==> src/blu_pkg.sv <==
// Shared types and constants of the bounded ordered list unit.
package blu_pkg;

	// Fixed field widths of the request and response items
	localparam int OP_W     = 3;
	localparam int VALUE_W  = 32;
	localparam int POS_W    = 8;
	localparam int STATUS_W = 3;
	localparam int INDEX_W  = 6;
	localparam int LENGTH_W = 7;

	typedef enum logic [OP_W-1:0] {
		OP_INS_FRONT = 3'd0,
		OP_INS_END   = 3'd1,
		OP_INS_POS   = 3'd2,
		OP_DELETE    = 3'd3,
		OP_DUMP      = 3'd4
	} blu_op_t;

	typedef enum logic [STATUS_W-1:0] {
		ST_OK      = 3'd0,
		ST_INVALID = 3'd1,
		ST_BOUNDS  = 3'd2,
		ST_FULL    = 3'd3,
		ST_NOKEY   = 3'd4
	} blu_status_t;

	typedef enum logic [1:0] {
		S_IDLE,
		S_EXEC,
		S_WALK
	} blu_state_t;

	// Commands from the controller to the datapath
	typedef struct packed {
		logic capture;  // latch the request item
		logic execute;  // run a one-shot operation
		logic step;     // advance the rotation walk by one entry
		logic emit;     // load the response register
	} blu_cmd_t;

	// Status from the datapath to the controller
	typedef struct packed {
		logic walk_op;     // delete or dump
		logic walk_empty;  // list holds no entry
		logic final_step;  // walk is at its last entry
		logic is_dump;
	} blu_sts_t;

endpackage

==> src/blu_if.sv <==
// Request and response channel interfaces of the bounded ordered list unit.
interface blu_req_if;
	logic                               valid;
	logic                               ready;
	logic        [blu_pkg::OP_W-1:0]    op;
	logic signed [blu_pkg::VALUE_W-1:0] value;
	logic        [blu_pkg::POS_W-1:0]   position;

	modport source (output valid, output op, output value, output position, input ready);
	modport sink (input valid, input op, input value, input position, output ready);
endinterface

interface blu_rsp_if;
	logic                                valid;
	logic                                ready;
	logic        [blu_pkg::STATUS_W-1:0] status;
	logic                                has_value;
	logic signed [blu_pkg::VALUE_W-1:0]  entry_value;
	logic        [blu_pkg::INDEX_W-1:0]  entry_index;
	logic        [blu_pkg::LENGTH_W-1:0] length;
	logic                                last;

	modport source (output valid, output status, output has_value, output entry_value,
		output entry_index, output length, output last, input ready);
	modport sink (input valid, input status, input has_value, input entry_value,
		input entry_index, input length, input last, output ready);
endinterface

==> src/blu_ctrl.sv <==
// Controller state machine of the bounded ordered list unit.
module blu_ctrl (
	input  logic              clk,
	input  logic              arst_n,
	input  logic              in_valid,
	output logic              in_ready,
	output logic              out_valid,
	input  logic              out_ready,
	output blu_pkg::blu_cmd_t cmd,
	input  blu_pkg::blu_sts_t sts
);
	import blu_pkg::*;

	blu_state_t state_q, state_d;
	logic       out_valid_q;
	logic       out_free;
	logic       emit_need;

	assign out_valid = out_valid_q;
	assign out_free  = !out_valid_q || out_ready;
	// a dump answers on every step, a delete only at the end of its walk
	assign emit_need = sts.is_dump || sts.final_step;

	// Hold state
	always_ff @(posedge clk or negedge arst_n) begin
		if (!arst_n) begin
			state_q <= S_IDLE;
		end else begin
			state_q <= state_d;
		end
	end

	// Decide next state and commands
	always_comb begin
		state_d  = state_q;
		cmd      = '0;
		in_ready = 1'b0;
		unique case (state_q)
			S_IDLE: begin
				in_ready = 1'b1;
				if (in_valid) begin
					cmd.capture = 1'b1;
					state_d     = S_EXEC;
				end
			end
			S_EXEC: begin
				if (sts.walk_op && !sts.walk_empty) begin
					state_d = S_WALK;
				end else if (out_free) begin
					cmd.execute = 1'b1;
					cmd.emit    = 1'b1;
					state_d     = S_IDLE;
				end
			end
			S_WALK: begin
				if (!emit_need || out_free) begin
					cmd.step = 1'b1;
					cmd.emit = emit_need;
					if (sts.final_step) begin
						state_d = S_IDLE;
					end
				end
			end
			default: begin
				state_d = S_IDLE;
			end
		endcase
	end

	// Set valid on a new item, drop it once taken
	always_ff @(posedge clk or negedge arst_n) begin
		if (!arst_n) begin
			out_valid_q <= 1'b0;
		end else if (cmd.emit) begin
			out_valid_q <= 1'b1;
		end else if (out_ready) begin
			out_valid_q <= 1'b0;
		end
	end

endmodule

==> src/blu_datapath.sv <==
// Datapath of the bounded ordered list unit: entry cells, walk counters, response register.
module blu_datapath #(
	parameter int CAPACITY   = 16,
	parameter int DATA_WIDTH = 32
) (
	input  logic                                clk,
	input  logic                                arst_n,
	input  blu_pkg::blu_cmd_t                   cmd,
	output blu_pkg::blu_sts_t                   sts,
	input  logic        [blu_pkg::OP_W-1:0]     in_op,
	input  logic signed [blu_pkg::VALUE_W-1:0]  in_value,
	input  logic        [blu_pkg::POS_W-1:0]    in_position,
	output logic        [blu_pkg::STATUS_W-1:0] status,
	output logic                                has_value,
	output logic signed [blu_pkg::VALUE_W-1:0]  entry_value,
	output logic        [blu_pkg::INDEX_W-1:0]  entry_index,
	output logic        [blu_pkg::LENGTH_W-1:0] length,
	output logic                                last
);
	import blu_pkg::*;

	localparam int CW = $clog2(CAPACITY + 1);

	typedef logic [DATA_WIDTH-1:0] word_t;

	logic [OP_W-1:0]  op_q;
	word_t            word_q;
	logic [POS_W-1:0] pos_q;
	logic [CW-1:0]    count_q;
	logic [CW-1:0]    n_q;
	logic [CW-1:0]    k_q;
	logic             found_q;
	word_t            cells_q [CAPACITY];

	logic signed [63:0] value_ext;
	logic        [63:0] head_ext;
	word_t              head;
	logic               full;
	logic               ins_ok;
	logic [CW-1:0]      ins_idx;
	blu_status_t        single_st;
	logic               is_dump;
	logic               is_del;
	logic               drop;
	logic [CW-1:0]      last_pos;
	logic               final_step;

	// Sign-extend the request word and keep the stored width
	assign value_ext = 64'(in_value);
	assign head      = cells_q[0];
	assign head_ext  = 64'(head);

	assign is_dump    = (op_q == OP_DUMP);
	assign is_del     = (op_q == OP_DELETE);
	assign full       = (count_q == CW'(CAPACITY));
	assign last_pos   = count_q - CW'(1);
	assign final_step = (k_q == n_q - CW'(1));
	// drop the head entry on the first key match of a delete walk
	assign drop       = cmd.step && is_del && !found_q && (head == word_q);

	assign sts.walk_op    = is_dump || is_del;
	assign sts.walk_empty = (count_q == '0);
	assign sts.final_step = final_step;
	assign sts.is_dump    = is_dump;

	// Decode the one-shot operations
	always_comb begin
		ins_ok    = 1'b0;
		ins_idx   = '0;
		single_st = ST_OK;
		unique case (blu_op_t'(op_q))
			OP_INS_FRONT: begin
				if (full) begin
					single_st = ST_FULL;
				end else begin
					ins_ok = 1'b1;
				end
			end
			OP_INS_END: begin
				ins_idx = count_q;
				if (full) begin
					single_st = ST_FULL;
				end else begin
					ins_ok = 1'b1;
				end
			end
			OP_INS_POS: begin
				ins_idx = CW'(pos_q - POS_W'(1));
				if (pos_q == '0) begin
					single_st = ST_INVALID;
				end else if (full) begin
					single_st = ST_FULL;
				end else if ({1'b0, pos_q} > 9'(count_q) + 9'd1) begin
					single_st = ST_BOUNDS;
				end else begin
					ins_ok = 1'b1;
				end
			end
			OP_DELETE: begin
				// only reached on an empty list
				single_st = ST_NOKEY;
			end
			OP_DUMP: begin
				single_st = ST_OK;
			end
			default: begin
				single_st = ST_OK;
			end
		endcase
	end

	// Latch the request item
	always_ff @(posedge clk) begin
		if (cmd.capture) begin
			op_q   <= in_op;
			word_q <= value_ext[DATA_WIDTH-1:0];
			pos_q  <= in_position;
		end
	end

	// Track length, walk position and match flag
	always_ff @(posedge clk or negedge arst_n) begin
		if (!arst_n) begin
			count_q <= '0;
			n_q     <= '0;
			k_q     <= '0;
			found_q <= 1'b0;
		end else if (cmd.capture) begin
			n_q     <= count_q;
			k_q     <= '0;
			found_q <= 1'b0;
		end else if (cmd.execute && ins_ok) begin
			count_q <= count_q + CW'(1);
		end else if (cmd.step) begin
			k_q <= k_q + CW'(1);
			if (drop) begin
				found_q <= 1'b1;
				count_q <= count_q - CW'(1);
			end
		end
	end

	// Entry cells: shift down on insert, rotate left through the head on a walk
	for (genvar i = 0; i < CAPACITY; i++) begin : g_cell
		word_t up_w;
		word_t down_w;
		if (i == CAPACITY - 1) begin : g_top
			assign up_w = cells_q[0];
		end else begin : g_mid
			assign up_w = cells_q[i+1];
		end
		if (i == 0) begin : g_first
			assign down_w = cells_q[0];
		end else begin : g_rest
			assign down_w = cells_q[i-1];
		end
		always_ff @(posedge clk) begin
			if (cmd.execute && ins_ok) begin
				if (CW'(i) == ins_idx) begin
					cells_q[i] <= word_q;
				end else if (CW'(i) > ins_idx) begin
					cells_q[i] <= down_w;
				end
			end else if (cmd.step) begin
				if (drop || CW'(i) != last_pos) begin
					cells_q[i] <= up_w;
				end else begin
					cells_q[i] <= cells_q[0];
				end
			end
		end
	end

	// Load the response register
	always_ff @(posedge clk) begin
		if (cmd.emit) begin
			if (cmd.step && is_dump) begin
				status      <= ST_OK;
				has_value   <= 1'b1;
				entry_value <= head_ext[VALUE_W-1:0];
				entry_index <= INDEX_W'(k_q);
				length      <= LENGTH_W'(count_q);
				last        <= final_step;
			end else if (cmd.step) begin
				status      <= (found_q || drop) ? ST_OK : ST_NOKEY;
				has_value   <= 1'b0;
				entry_value <= '0;
				entry_index <= '0;
				length      <= drop ? LENGTH_W'(count_q - CW'(1)) : LENGTH_W'(count_q);
				last        <= 1'b1;
			end else begin
				status      <= single_st;
				has_value   <= 1'b0;
				entry_value <= '0;
				entry_index <= '0;
				length      <= ins_ok ? LENGTH_W'(count_q) + LENGTH_W'(1) : LENGTH_W'(count_q);
				last        <= 1'b1;
			end
		end
	end

endmodule

==> src/bounded_ordered_list_unit.sv <==
// Top level of the bounded ordered list unit.
//
// Keeps an ordered list of up to CAPACITY words in a row of register cells and runs one
// operation per request item: insert at front, at end or at a 1-based position, delete
// the first entry equal to a key, or dump the list. An insert, an unknown op and a delete
// or dump of an empty list are latched, then executed, and give one response item.
// A delete or dump of n entries is latched, then walked: the cell row rotates one
// entry a cycle through the head cell, where the key is compared or the entry sent out,
// and comes back to its order after n steps. A dump gives n response items, the final
// one with last set; a stalled response channel holds the walk. The next request item
// is taken once the block is back in idle, even while the final response still waits.
module bounded_ordered_list_unit #(
	parameter int CAPACITY   = 16,
	parameter int DATA_WIDTH = 32
) (
	input  logic      clk,
	input  logic      arst_n,
	blu_req_if.sink   req,
	blu_rsp_if.source rsp
);
	import blu_pkg::*;

	blu_cmd_t cmd;
	blu_sts_t sts;

	blu_ctrl u_ctrl (
		.clk       (clk),
		.arst_n    (arst_n),
		.in_valid  (req.valid),
		.in_ready  (req.ready),
		.out_valid (rsp.valid),
		.out_ready (rsp.ready),
		.cmd       (cmd),
		.sts       (sts)
	);

	blu_datapath #(
		.CAPACITY   (CAPACITY),
		.DATA_WIDTH (DATA_WIDTH)
	) u_datapath (
		.clk         (clk),
		.arst_n      (arst_n),
		.cmd         (cmd),
		.sts         (sts),
		.in_op       (req.op),
		.in_value    (req.value),
		.in_position (req.position),
		.status      (rsp.status),
		.has_value   (rsp.has_value),
		.entry_value (rsp.entry_value),
		.entry_index (rsp.entry_index),
		.length      (rsp.length),
		.last        (rsp.last)
	);

endmodule

==> src/flat_wrapper.sv <==
// flat-port wrapper written by rule: the top's interface ports become plain ports
module bounded_ordered_list_unit_flat import blu_pkg::*;
#(
	parameter int CAPACITY   = 16,
	parameter int DATA_WIDTH = 32
)
  (clk, arst_n, req_valid, req_op, req_value, req_position, req_ready, rsp_valid, rsp_status, rsp_has_value, rsp_entry_value, rsp_entry_index, rsp_length, rsp_last, rsp_ready);
  blu_req_if req_i ();
  blu_rsp_if rsp_i ();
  input  logic clk;
  input  logic arst_n;
  input wire logic [$bits(req_i.valid)-1:0] req_valid;
  input wire logic [$bits(req_i.op)-1:0] req_op;
  input wire logic [$bits(req_i.value)-1:0] req_value;
  input wire logic [$bits(req_i.position)-1:0] req_position;
  output wire logic [$bits(req_i.ready)-1:0] req_ready;
  output wire logic [$bits(rsp_i.valid)-1:0] rsp_valid;
  output wire logic [$bits(rsp_i.status)-1:0] rsp_status;
  output wire logic [$bits(rsp_i.has_value)-1:0] rsp_has_value;
  output wire logic [$bits(rsp_i.entry_value)-1:0] rsp_entry_value;
  output wire logic [$bits(rsp_i.entry_index)-1:0] rsp_entry_index;
  output wire logic [$bits(rsp_i.length)-1:0] rsp_length;
  output wire logic [$bits(rsp_i.last)-1:0] rsp_last;
  input wire logic [$bits(rsp_i.ready)-1:0] rsp_ready;
  assign req_i.valid = req_valid;
  assign req_i.op = req_op;
  assign req_i.value = req_value;
  assign req_i.position = req_position;
  assign req_ready = req_i.ready;
  assign rsp_valid = rsp_i.valid;
  assign rsp_status = rsp_i.status;
  assign rsp_has_value = rsp_i.has_value;
  assign rsp_entry_value = rsp_i.entry_value;
  assign rsp_entry_index = rsp_i.entry_index;
  assign rsp_length = rsp_i.length;
  assign rsp_last = rsp_i.last;
  assign rsp_i.ready = rsp_ready;
  bounded_ordered_list_unit #(.CAPACITY(CAPACITY), .DATA_WIDTH(DATA_WIDTH)) u_core (.clk(clk), .arst_n(arst_n), .req(req_i), .rsp(rsp_i));
endmodule
==> config.mk <==
export PLATFORM = sky130hd
export DESIGN_NAME = bounded_ordered_list_unit_flat
export DESIGN_NICKNAME = d
export VERILOG_FILES = /design/src/blu_pkg.sv /design/src/blu_if.sv /design/src/blu_ctrl.sv /design/src/blu_datapath.sv /design/src/bounded_ordered_list_unit.sv /design/src/flat_wrapper.sv
export SDC_FILE = /design/constraint.sdc
export NUM_CORES = 1
export LEC_CHECK = 0
export CAP_MARGIN = 20
export CORE_MARGIN = 1
export CORE_UTILIZATION = 25
export DETAILED_ROUTE_END_ITERATION = 8
export DONT_BUFFER_PORTS = 1
export GPL_TIMING_DRIVEN = 0
export PLACE_DENSITY = 0.45
export SETUP_SLACK_MARGIN = 0.02
export SYNTH_ARGS = -nofsm -noshare
export SYNTH_HDL_FRONTEND = slang
export SYNTH_SLANG_ARGS = --single-unit
==> constraint.sdc <==
create_clock -name clk -period 5.54 [get_ports clk]
set_input_delay 0 -clock clk [delete_from_list [all_inputs] [get_ports clk]]
set_output_delay 0 -clock clk [all_outputs]
set_load 0.01 [all_outputs]
==> results.ini <==
[outcome]
status = complete, no violations

[synthesis]
syn_nets = 3029
synth-seq-area-share_pct = 51.02
yosys-top-cells-area = edfxtp_1 50%, mux2i_1 27%, clkbuf_1 2.1%, a221oi_1 1.6%, buf_2 1.3%
synth_edf_count = 604
synthArstFlopShare_pct = 3.050
syn_area_um2 = 36480
syn_area_per_cell_um2 = 12.31
yosys_warnings = 0
yosysTopAreaCell = edfxtp_1
synth_cell_types = 73
synthCells = 2963
yosysTopAreaCellShare_pct = 49.72
ys_seq_elements = 623
ys.flop_type = edfxtp_1

[placement]
io_buffers = 0
dpl.hpwl_um = 107500
gp_congestion = 0.9347
placedCellCount = 4892
place_area_um2 = 39460

[worst_setup_path]
worstSetupStartpointType = register
required_ns = 5.94
end_kind = register
critPathMaxFanout = 10
arrival_ns = 5.74
crit_type = register to register

[detailed_routing]
drc = 0
wl_met3_um = 12700
totalWireLength_um = 155500
top_layer = met4
first_pass_iters = 6
drt-wirelength-per-cell_um = 30.28
met1Wirelength_um = 66650
antenna_left = 0
wl_met2_um = 70230
viasPerCell = 5.226
dr_total_vias = 26840
drtIter0Drc = 2737

[clocking]
cts_tree = built
clock-root-buffer = clkbuf_16
cts.sinks = 623
clk_latency_ns = 0.67
cts_buffer_depth = 3
numCtsBuffers = 83
path_clk_slew_ns = 0.06
cts-htree-levels = 3

[floorplan]
die_w_um = 384.0
num_rows = 139
die_h_um = 384.0
io_pins = 99
dieArea_um2 = 147500
start_util_pct = 25.30
design.core.area_um2 = 144200

[sta]
hold_viol = 0
slew_headroom_pct = 17.45
drv_slew = 0
fin_worst_skew_ns = 0.02817
whs_ns = 0.2681
rsz0062_at_grt = no
period_needed_ns = 5.341
timing.final.crit_share_pct = 96.41
setup_viol = 0
fmax_ghz = 0.1872
worstMarginPinSlew_ns = 1.238

[finish]
drive_gt1_share_pct = 9.932
layout.cells.non_filler = 5137
nets = 3237
layout_commonest_cell = mux2i_1
synthToLayoutAreaGrowth_pct = 17.91
final_cell_mix = 982 x mux2i_1, 604 x edfxtp_1, 214 x clkbuf_1
fin_area_um2 = 43010
final_util_pct = 29.83

[power_and_ir_drop]
ir_drop_uv = 490.0
clkPwrFrac_pct = 17.9
seq_power_share_pct = 34.1
switching_share_pct = 44.43
internal_power_w = 0.01602
p_switching_w = 0.01281
leakage_nw = 18.67
p_total_w = 0.02884
p_comb_share_pct = 48.0
power.density_nw_per_um2 = 670.4

[global_routing]
grt_pass1_vias = 27460
grt_overflow_total = 0
grt_pass1_wl_um = 216200
grt_max_degree = 33
grt_use_total_pct = 20.69
antenna_found_initial = 2

[hold_path]
min-delay-path-class = primary input to register

[run]
cap_violations = 0

[power groups by stage]
stage               Combinational, W  Sequential, W  Clock (W)
finish                        0.0138        0.00983    0.00517
global route                  0.0145         0.0101    0.00542
detailed placement            0.0135        0.00988          0
global placement              0.0128         0.0101          0
CTS                           0.0136        0.00981    0.00525
floorplan                    0.00791        0.00953          0
[registers in the layout, summed over array words and instances, names as in the netlist, 7 cells and up]
name / flops
u_core.u_datapath.cells_q: 512
u_core.u_datapath.entry_value: 32
u_core.u_datapath.word_q: 32
u_core.u_datapath.pos_q: 8
u_core.u_datapath.length: 7
[cell families (layout without fill, tap and decap cells)]
kind of cell / Yosys count / in the layout / share of synthesized area, %
xor+xnor: 53 / 53 / 1.272
buf+inv: 428 / 697 / 4.987
flops: 623 / 623 / 51.02
compound gates: 380 / 380 / 7.762
fa+ha+maj: 19 / 19 / 0.6517
mux: 1016 / 1016 / 27.99
simple gates: 443 / 443 / 6.301
other cells: 1 / 3 / 0.01028
[Yosys cell counts, types with 3 or more instances]
master       n
mux2_1      11
xor2_1      17
inv_1       85
nor2b_1      4
a31oi_1      5
o2bb2ai_1   28
o21ai_0     69
nor3b_1     38
a221o_1     32
dfrtp_1     19
or3_1        7
buf_4       15
and2_1      38
mux2_2      23
a32oi_1      3
a211o_1      3
nand4_1     10
ha_1        19
clkbuf_1   204
nand3_1     43
o21ai_1      3
and3_1       5
nand2b_1     4
nand3_2      3
or4_1        7
buf_2       95
nand2_1     59
edfxtp_1   604
a2bb2oi_1   28
mux2i_1    982
a221oi_1    66
nor3_1      80
a211oi_1    60
and3b_1      4
o22ai_1      4
nor2_1     120
buf_1       24
a21oi_1     57
buf_6        5
xnor2_1     36
[metrics by stage]
| step | setup slack, ns | setup TNS (ns) |
|---|---|---|
| floorplan | 0.5918 | 0 |
| global placement | -3.369 | -870.38 |
| detailed placement | -0.8014 | -183.14 |
| CTS | 0.07378 | 0 |
| global route | 0.04728 | 0 |
| finish | 0.1988 | 0 |
[layout make-up]
class	count	area, µm²
diodes	2	5.005
plain buffers	343	1529
clock buffers	103	2172
clock inverters	43	282.8
fillers	14650	101200
inverters	85	319.1
multi-input cells	1912	16210
flip-flops and latches	623	18610
well taps	1903	2381
repair buffers	123	1503
[worst paths after layout]
| check | startpoint | endpoint | slack, ns | depth (start not counted) |
|---|---|---|---|---|
| worst max-delay path | u_core.u_datapath.count_q[0] | u_core.u_datapath.cells_q[0][45] | 0.20 | 11 |
| worst min-delay path | rsp_ready | u_core.u_ctrl.out_valid | 0.27 | 3 |
| worst max register to register | u_core.u_datapath.count_q[0] | u_core.u_datapath.cells_q[0][45] | 0.20 | 11 |
| worst min register to register | u_core.u_datapath.n_q[4] | u_core.u_datapath.n_q[4] | 0.50 | 2 |
| max in group asynchronous | arst_n | u_core.u_datapath.k_q[4] | 4.77 | 3 |
| min in group asynchronous | arst_n | u_core.u_datapath.k_q[1] | 0.29 | 2 |
[per-layer routing]
| layer | vias to the layer above | global-route usage [%] |
|---|---|---|
| met5 | - | 0 |
| met4 | 0 | 8.012 |
| met3 | 272 | 4.702 |
| met2 | 1266 | 32.70 |
| met1 | 13640 | 27.28 |
| li1 | 11670 | - |
[critical path, cell delays in order (launching register included)]
cell and delay [ns]:
dfrtp_1 0.54, inv_1 0.27, ha_1 0.34, or3b_1 0.42, o2bb2ai_1 0.41, nand3_2 0.34
or3_1 0.44, buf_2 0.27, nor3_2 0.76, clkbuf_1 0.84, nor3b_1 0.10, a221o_1 0.31
[timing repair]
action                     in CTS  in global routing
hold buffers                   92                  0
hold endpoints to repair       73                  0
buffers inserted                1                  0
setup endpoints to repair     560                414
pin swaps                       1                  0
resized for setup              15                 16
Note: power is estimated with default switching activity, not from simulation.
